## src/sv/chlt_pkg.sv

```systemverilog
// ----------------------------------------------------------------------------
// chlt_pkg
// Shared types and constants for the CAN heartbeat liveness table.
// ----------------------------------------------------------------------------
package chlt_pkg;

	localparam int SLOTS = 8;

	localparam int ID_W    = 29;
	localparam int DLC_W   = 4;
	localparam int NODE_W  = 8;
	localparam int TIME_W  = 32;
	localparam int KIND_W  = 3;
	localparam int CFG_W   = 32;
	localparam int CIDX_W  = 3;

	// Result kinds
	localparam logic [KIND_W-1:0] KIND_START   = 3'd0;
	localparam logic [KIND_W-1:0] KIND_STOP    = 3'd1;
	localparam logic [KIND_W-1:0] KIND_STORED  = 3'd2;
	localparam logic [KIND_W-1:0] KIND_FULL    = 3'd3;
	localparam logic [KIND_W-1:0] KIND_BAD_DLC = 3'd4;
	localparam logic [KIND_W-1:0] KIND_UNKNOWN = 3'd5;
	localparam logic [KIND_W-1:0] KIND_QUERY   = 3'd6;

	// Operation codes
	localparam logic OP_FRAME = 1'b0;
	localparam logic OP_QUERY = 1'b1;

	// Configuration register indexes
	localparam logic [CIDX_W-1:0] REG_START_ID  = 3'd0;
	localparam logic [CIDX_W-1:0] REG_STOP_ID   = 3'd1;
	localparam logic [CIDX_W-1:0] REG_HB_ID     = 3'd2;
	localparam logic [CIDX_W-1:0] REG_MIN_DLC   = 3'd3;
	localparam logic [CIDX_W-1:0] REG_TIMEOUT   = 3'd4;

	// Probe that travels down the row of slot cells, one cell per cycle
	typedef struct packed {
		logic              vld;    // probe present in this stage
		logic              claim;  // claim pass: first free slot takes the node
		logic              upd;    // lookup pass of a heartbeat: refresh on hit
		logic              found;  // a slot already matched (lookup pass)
		logic              alive;  // age of the matched slot within timeout
		logic              free;   // a free slot was passed (lookup pass)
		logic [NODE_W-1:0] node;
		logic [TIME_W-1:0] now;
	} probe_t;

	typedef enum logic [1:0] {
		ST_IDLE,
		ST_LOOK,
		ST_CLAIM,
		ST_DONE
	} state_t;

endpackage

```

## src/sv/chlt_cell.sv

```systemverilog
// ----------------------------------------------------------------------------
// chlt_cell
// One table slot: holds a node id and its last-seen time, examines the
// passing probe and hands it to the next cell in the following cycle.
// ----------------------------------------------------------------------------
module chlt_cell (
	input  logic                       clk,
	input  logic                       arst_n,
	input  logic [chlt_pkg::TIME_W-1:0] timeout_ms,
	input  chlt_pkg::probe_t           probe_in,
	output chlt_pkg::probe_t           probe_out
);
	import chlt_pkg::*;

	logic              valid_q;
	logic [NODE_W-1:0] node_q;
	logic [TIME_W-1:0] last_q;
	probe_t            probe_q;

	logic              hit;
	logic              take;
	logic [TIME_W-1:0] age;
	probe_t            nxt;

	always_comb begin
		hit  = probe_in.vld && !probe_in.claim && !probe_in.found && valid_q
			&& (node_q == probe_in.node);
		take = probe_in.vld && probe_in.claim && !valid_q;
		age  = probe_in.now - last_q;
		nxt  = probe_in;
		if (hit) begin
			nxt.found = 1'b1;
			nxt.alive = (age <= timeout_ms);
		end
		if (!valid_q) begin
			nxt.free = 1'b1;
		end
		// Drop the claim once a slot has taken the node
		if (take) begin
			nxt.claim = 1'b0;
			nxt.vld   = 1'b1;
			nxt.found = 1'b1;
		end
	end

	always_ff @(posedge clk or negedge arst_n) begin
		if (!arst_n) begin
			valid_q <= 1'b0;
			probe_q <= '0;
		end else begin
			probe_q <= nxt;
			if (take) begin
				valid_q <= 1'b1;
			end
		end
	end

	always_ff @(posedge clk) begin
		if (take) begin
			node_q <= probe_in.node;
			last_q <= probe_in.now;
		end else if (hit && probe_in.upd) begin
			last_q <= probe_in.now;
		end
	end

	assign probe_out = probe_q;

endmodule

```

## src/sv/can_heartbeat_liveness_table_unit.sv

```systemverilog
// ----------------------------------------------------------------------------
// can_heartbeat_liveness_table_unit
// Classifies received CAN frames and tracks heartbeat nodes in a small table.
// ----------------------------------------------------------------------------
// Each transfer on the input channel is either a received frame or a liveness
// query and yields exactly one result transfer. Start, stop, unknown and
// bad-DLC frames are classified at once. Heartbeats and queries send a probe
// down a row of SLOTS slot cells, one cell per cycle: a query or a heartbeat
// of a known node needs one pass; a heartbeat of a new node needs a second
// pass to claim the lowest free slot. The row of cells is walked by one item
// at a time, so input is taken only while the unit is idle; a finished result
// waits in the output register and the next item may be taken in the
// meantime. Slots are empty after reset; the lowest slot holding a node is
// the one refreshed and reported. Configuration writes are expected only
// while no item is in flight.
// ----------------------------------------------------------------------------
module can_heartbeat_liveness_table_unit (
	input  logic                          clk,
	input  logic                          arst_n,
	// configuration
	input  logic                          cfg_we,
	input  logic [chlt_pkg::CIDX_W-1:0]   cfg_index,
	input  logic [chlt_pkg::CFG_W-1:0]    cfg_data,
	// input channel
	input  logic                          in_valid,
	output logic                          in_ready,
	input  logic                          operation,
	input  logic [chlt_pkg::ID_W-1:0]     frame_id,
	input  logic [chlt_pkg::DLC_W-1:0]    frame_dlc,
	input  logic [chlt_pkg::NODE_W-1:0]   node_id,
	input  logic [chlt_pkg::TIME_W-1:0]   now_ms,
	// result channel
	output logic                          out_valid,
	input  logic                          out_ready,
	output logic [chlt_pkg::KIND_W-1:0]   result_kind,
	output logic                          known,
	output logic                          alive
);
	import chlt_pkg::*;

	// Configuration registers
	logic [ID_W-1:0]   start_id_q;
	logic [ID_W-1:0]   stop_id_q;
	logic [ID_W-1:0]   hb_id_q;
	logic [DLC_W-1:0]  min_dlc_q;
	logic [TIME_W-1:0] timeout_q;

	// Control
	state_t            state_q, state_d;
	logic [KIND_W-1:0] kind_q, kind_d;
	logic              known_q, known_d;
	logic              alive_q, alive_d;

	// Output register
	logic              out_valid_q;
	logic [KIND_W-1:0] out_kind_q;
	logic              out_known_q;
	logic              out_alive_q;
	logic              load_out;

	// Row of slot cells
	probe_t            chain [SLOTS+1];
	probe_t            head;
	probe_t            tail;

	assign chain[0] = head;
	assign tail     = chain[SLOTS];

	always_ff @(posedge clk or negedge arst_n) begin
		if (!arst_n) begin
			start_id_q <= '0;
			stop_id_q  <= ID_W'(1);
			hb_id_q    <= ID_W'(2);
			min_dlc_q  <= DLC_W'(1);
			timeout_q  <= TIME_W'(1000);
		end else if (cfg_we) begin
			case (cfg_index)
				REG_START_ID: start_id_q <= cfg_data[ID_W-1:0];
				REG_STOP_ID:  stop_id_q  <= cfg_data[ID_W-1:0];
				REG_HB_ID:    hb_id_q    <= cfg_data[ID_W-1:0];
				REG_MIN_DLC:  min_dlc_q  <= cfg_data[DLC_W-1:0];
				REG_TIMEOUT:  timeout_q  <= cfg_data[TIME_W-1:0];
				default:      ; // ignore writes beyond the register list
			endcase
		end
	end

	// Next state, probe injection and result capture
	always_comb begin
		state_d  = state_q;
		kind_d   = kind_q;
		known_d  = known_q;
		alive_d  = alive_q;
		in_ready = (state_q == ST_IDLE);
		load_out = 1'b0;

		head      = '0;
		head.node = node_id;
		head.now  = now_ms;

		case (state_q)
			ST_IDLE: begin
				if (in_valid) begin
					known_d = 1'b0;
					alive_d = 1'b0;
					if (operation == OP_QUERY) begin
						head.vld = 1'b1;
						state_d  = ST_LOOK;
					end else if (frame_id == start_id_q) begin
						kind_d  = KIND_START;
						state_d = ST_DONE;
					end else if (frame_id == stop_id_q) begin
						kind_d  = KIND_STOP;
						state_d = ST_DONE;
					end else if (frame_id == hb_id_q) begin
						if (frame_dlc >= min_dlc_q) begin
							head.vld = 1'b1;
							head.upd = 1'b1;
							state_d  = ST_LOOK;
						end else begin
							kind_d  = KIND_BAD_DLC;
							state_d = ST_DONE;
						end
					end else begin
						kind_d  = KIND_UNKNOWN;
						state_d = ST_DONE;
					end
				end
			end
			ST_LOOK: begin
				if (tail.vld) begin
					if (!tail.upd) begin
						kind_d  = KIND_QUERY;
						known_d = tail.found;
						alive_d = tail.found && tail.alive;
						state_d = ST_DONE;
					end else if (tail.found) begin
						kind_d  = KIND_STORED;
						state_d = ST_DONE;
					end else if (tail.free) begin
						// Send the claim pass for the lowest free slot
						head.vld   = 1'b1;
						head.claim = 1'b1;
						head.node  = tail.node;
						head.now   = tail.now;
						state_d    = ST_CLAIM;
					end else begin
						kind_d  = KIND_FULL;
						state_d = ST_DONE;
					end
				end
			end
			ST_CLAIM: begin
				if (tail.vld) begin
					kind_d  = KIND_STORED;
					state_d = ST_DONE;
				end
			end
			ST_DONE: begin
				// Hold the result until the output register frees up
				if (!out_valid_q || out_ready) begin
					load_out = 1'b1;
					state_d  = ST_IDLE;
				end
			end
			default: begin
				state_d = ST_IDLE;
			end
		endcase
	end

	always_ff @(posedge clk or negedge arst_n) begin
		if (!arst_n) begin
			state_q     <= ST_IDLE;
			out_valid_q <= 1'b0;
		end else begin
			state_q <= state_d;
			if (load_out) begin
				out_valid_q <= 1'b1;
			end else if (out_ready) begin
				out_valid_q <= 1'b0;
			end
		end
	end

	always_ff @(posedge clk) begin
		kind_q  <= kind_d;
		known_q <= known_d;
		alive_q <= alive_d;
		if (load_out) begin
			out_kind_q  <= kind_q;
			out_known_q <= known_q;
			out_alive_q <= alive_q;
		end
	end

	for (genvar i = 0; i < SLOTS; i++) begin : g_slot
		chlt_cell u_cell (
			.clk        (clk),
			.arst_n     (arst_n),
			.timeout_ms (timeout_q),
			.probe_in   (chain[i]),
			.probe_out  (chain[i+1])
		);
	end

	assign out_valid   = out_valid_q;
	assign result_kind = out_kind_q;
	assign known       = out_known_q;
	assign alive       = out_alive_q;

endmodule

```

## config.mk

```make
export PLATFORM = sky130hd
export DESIGN_NAME = can_heartbeat_liveness_table_unit
export DESIGN_NICKNAME = d
export VERILOG_FILES = /design/src/sv/chlt_pkg.sv /design/src/sv/chlt_cell.sv /design/src/sv/can_heartbeat_liveness_table_unit.sv
export SDC_FILE = /design/constraint.sdc
export NUM_CORES = 2
export LEC_CHECK = 0
export BUFFER_PORTS_ARGS = -buffer_cell sky130_fd_sc_hd__buf_2
export CAP_MARGIN = 20
export CORE_ASPECT_RATIO = 0.9
export CORE_MARGIN = 4
export CORE_UTILIZATION = 50
export DETAILED_ROUTE_END_ITERATION = 16
export PLACE_DENSITY = 0.7
export SLEW_MARGIN = 20
export SYNTH_ARGS = -nofsm -noshare
export SYNTH_HDL_FRONTEND = slang
export SYNTH_SLANG_ARGS = --single-unit
```

## constraint.sdc

```tcl
create_clock -name clk -period 5.9 [get_ports clk]
set_input_delay 0.295 -clock clk [delete_from_list [all_inputs] [get_ports clk]]
set_output_delay 0.295 -clock clk [all_outputs]
set_load 0.05 [all_outputs]
```

==> results.yml <==
status:
  status: "complete, no violations"
power:
  p_leak_nw: 22.6
  vdd_drop_max_mv: 0.282
  cellPowerDensity_mw_per_mm2: 296
timing:
  drv_slew: 0
  final-hold-violation-count: 0
  relSlewSlack_pct: 25.6
  rsz0062_at_grt: "false"
  post-route-period-util_pct: 92.8
  fin_skew_ps: 29.1
  fin_hold_ws_ps: 22.6
  fmax_ghz: 0.183
  worst_pin_slew_ps: 1120
  min_period_ps: 5470
  fin_tns_setup_ps: 0
  setup_viol: 0
clock_network:
  clock_sinks: 831
  clkTransAtPathRegs_ps: 60
  root_buffer: "clkbuf_16"
  clk_latency_ps: 670
  cts_tree: "built"
  cts_htree_levels: 3
  clockBufferDepth: 3
  numCtsBuffers: 86
global_route:
  grt_usage_pct: 23.0
  first_global_vias: 30771
  antenna_found_initial: 3
  grt-ovfl-total: 0
  grt_max_degree: 172
  grt_pass1_wl_um: 172000
synth:
  syn_nets: 4601
  synth_edf_count: 330
  seq_area_frac_synth_pct: 49.6
  synth_ff_type: "dfrtp_1"
  syn_inst: 3967
  async_reset_ff_share_pct: 60.3
  syn_avg_cell_area_um2: 11.4
  syn_area_mm2: 0.0453
  ys_warn_count: 0
  ys_types: 72
  yosys_register_bits: 831
setup_path:
  path_class: "reg2reg"
  rr_worst_depth: 21
  crit_required_ps: 6410
  r2r_slack_ps: 430
  reg2reg_from: "state_q[1]$_DFFE_PN0P_"
  crit_fanout: 19
  arrival_ps: 5990
  start_kind: "register"
  endpoint_kind: "register"
  rr_endpoint: "g_slot[0].u_cell.probe_out[41]$_DFF_PN0_"
die:
  fp-row-count: 104
  design.portCount: 121
  die_w_um: 325
  core_area_mm2: 0.0897
  initial_core_util_pct: 50.5
  die_h_um: 293
  die_area_mm2: 0.0954
run:
  maxCapViolCount: 0
drt:
  drt_first_pass_iters: 7
  vias: 30947
  wl_per_cell_um: 20.1
  drc_errors: 0
  ant_nets: 0
  drt_wl_total_um: 110000
  drtIter0Drc: 1940
  avgViaCountPerCell: 5.66
placement:
  dp_hpwl_um: 83800
  port_buffers: 120
  gp_congestion: 0.896
  place_area_mm2: 0.0474
worst_hold_path:
  hold_path_depth: 3
  hold-path-endpoint: "g_slot[0].u_cell.probe_out[0]$_DFF_PN0_"
  hold_class: "in2reg"
  hold_path_startpoint: "now_ms[0]"
finish:
  drive_above_1_share_pct: 10.6
  multiInputGateArea_mm2: 0.0214
  final_nets: 4860
  syn_to_final_growth_pct: 12.9
  seq_area_mm2: 0.0225
  design_area_mm2: 0.0511
  n_fill_cell: 7304
worst max-delay path by stage:
stage / startpoint / endpoint / slack [ps] / cells past startpoint
final: state_q[1]$_DFFE_PN0P_ / g_slot[0].u_cell.probe_out[41]$_DFF_PN0_ / 430 / 21
after CTS: state_q[1]$_DFFE_PN0P_ / g_slot[0].u_cell.probe_out[41]$_DFF_PN0_ / 20 / 22
after floorplan: state_q[1]$_DFFE_PN0P_ / g_slot[0].u_cell.probe_out[41]$_DFF_PN0_ / 660 / 23
after global placement: state_q[1]$_DFFE_PN0P_ / g_slot[0].u_cell.probe_out[41]$_DFF_PN0_ / 140 / 22
after detailed placement: state_q[1]$_DFFE_PN0P_ / g_slot[0].u_cell.probe_out[41]$_DFF_PN0_ / 40 / 22
after global routing: state_q[1]$_DFFE_PN0P_ / g_slot[0].u_cell.probe_out[41]$_DFF_PN0_ / 50 / 22
Yosys cell counts, types with 5 or more instances:
cell type / number / share of area [%]
a211o_1: 14 / 0.27
a2111oi_0: 10 / 0.19
o2111ai_1: 5 / 0.097
clkbuf_1: 44 / 0.36
a21oi_1: 274 / 3.0
nor3_1: 46 / 0.51
and3_1: 35 / 0.48
dfstp_2: 9 / 0.52
o21bai_1: 32 / 0.53
mux2i_1: 5 / 0.11
dfrtp_1: 492 / 27
nand3_1: 54 / 0.60
fa_1: 8 / 0.35
xor2_1: 131 / 2.5
o211a_1: 6 / 0.13
o31ai_1: 14 / 0.23
a21o_1: 144 / 2.4
xnor2_1: 236 / 4.6
o311ai_0: 6 / 0.12
nor4_1: 38 / 0.53
and2_1: 11 / 0.15
and4_1: 9 / 0.17
a21boi_0: 13 / 0.22
ha_1: 512 / 14
o211ai_1: 33 / 0.55
o31a_1: 7 / 0.14
o22ai_1: 8 / 0.11
or3_1: 18 / 0.25
o21a_1: 83 / 1.4
nor4bb_1: 7 / 0.15
nand2b_1: 53 / 0.73
nand2_1: 184 / 1.5
nand4_1: 93 / 1.3
a221o_1: 8 / 0.18
inv_1: 352 / 2.9
a31oi_1: 21 / 0.29
nor2_1: 166 / 1.4
nor2b_1: 58 / 0.80
o21ai_0: 172 / 1.9
edfxtp_1: 330 / 22
mux2_2: 129 / 3.2
a211oi_1: 34 / 0.56
routing by layer:
layer,GRT usage (%),wire length [um],vias to the layer above
li1,-,-,14895
met1,33.5,52500,15107
met2,35.8,48200,755
met3,3.59,5700,186
met4,7.30,3480,4
met5,0,21,-
where the power goes:
| group | switching (W) | internal [W] | leakage [nW] |
|---|---|---|---|
| clock | 0.00238 | 0.00316 | 1.41 |
| sequential | 0.000277 | 0.00638 | 8.93 |
| combinational | 0.00168 | 0.00123 | 12.3 |
| total | 0.00433 | 0.0108 | 22.6 |
sequential cells by signal, summed over array words and instances (netlist names):
name,flops
alive,1
alive_q,1
g_slot.u_cell.last_q,256
g_slot.u_cell.node_q,64
g_slot.u_cell.probe_out,367
g_slot.u_cell.valid_q,8
hb_id_q,29
kind_q,3
known,1
known_q,1
min_dlc_q,4
out_valid,1
result_kind,3
start_id_q,29
state_q,2
stop_id_q,29
timeout_q,32
area by class of cell:
cell class	instances	area share [%]
diodes	1	0.00490
clock buffers	121	4.79
clock inverters	40	0.894
inverters	352	2.59
multi-input cells	2737	41.9
flip-flops and latches	831	44.0
well taps	1166	2.86
repair buffers	218	3.04
kinds of logic (layout without fill, tap and decap cells):
logic type | Yosys count | after routing | share of synthesized area [%]
other | 0 | 1 | 0
xor gates and xnor gates | 367 | 367 | 7.10
adders and majority gates | 520 | 520 | 14.5
AOI/OAI and AO/OA | 926 | 926 | 13.3
muxes | 134 | 134 | 3.32
and+or+nand+nor | 790 | 790 | 8.89
buffers and inverters | 399 | 731 | 3.31
DFF | 831 | 831 | 49.6
worst max-delay path, stage by stage (launching register included):
cell     delay (ps)
dfrtp_1         410
inv_1           120
ha_2            250
and3_1          240
nand2_4         210
mux2_2          380
ha_1            350
nor2b_1         160
o31a_1          280
o21ai_1         260
nand3_1         200
a221o_1         420
a21oi_2         170
a31oi_1         200
a311o_1         380
xor2_1          150
ha_1            300
nand4_1         160
nor4_2          330
o21ai_0         140
nand4_1         110
a21oi_1          70
layout by cell type (no fill, tap or decap), types with 11 or more instances in the layout:
| cell | instances |
|---|---|
| a211o_1 | 14 |
| a211oi_1 | 34 |
| a21boi_0 | 13 |
| a21o_1 | 143 |
| a21oi_1 | 274 |
| a31oi_1 | 21 |
| and2_1 | 11 |
| and3_1 | 35 |
| buf_2 | 119 |
| buf_4 | 23 |
| clkbuf_1 | 21 |
| clkbuf_16 | 88 |
| clkbuf_8 | 12 |
| clkinv_2 | 17 |
| dfrtp_1 | 492 |
| dlygate4sd3_1 | 73 |
| edfxtp_1 | 330 |
| ha_1 | 511 |
| inv_1 | 352 |
| mux2_2 | 129 |
| nand2_1 | 183 |
| nand2b_1 | 53 |
| nand3_1 | 54 |
| nand4_1 | 93 |
| nor2_1 | 164 |
| nor2b_1 | 58 |
| nor3_1 | 43 |
| nor4_1 | 36 |
| o211ai_1 | 33 |
| o21a_1 | 83 |
| o21ai_0 | 172 |
| o21bai_1 | 32 |
| o31ai_1 | 13 |
| or3_1 | 18 |
| xnor2_1 | 236 |
| xor2_1 | 131 |
what timing repair did:
item                                    CTS  global route
endpoints found under the setup margin    0             1
hold endpoints to repair                289             0
gates resized for setup                   0             5
hold buffers                             73             0
buffers inserted                          0             0
per-stage QoR:
stage               setup WS (ps)  power [W]  std cells  util [%]
floorplan                     656    0.00867       3967         -
global placement              137    0.00952       5231      52.9
CTS                          15.7     0.0152       5465      56.9
global route                 49.9     0.0159       5466      57.0
finish                        426     0.0151       5466      57.0
detailed placement           39.1    0.00960       5231      52.9
Power figures use the tool's default switching activity.
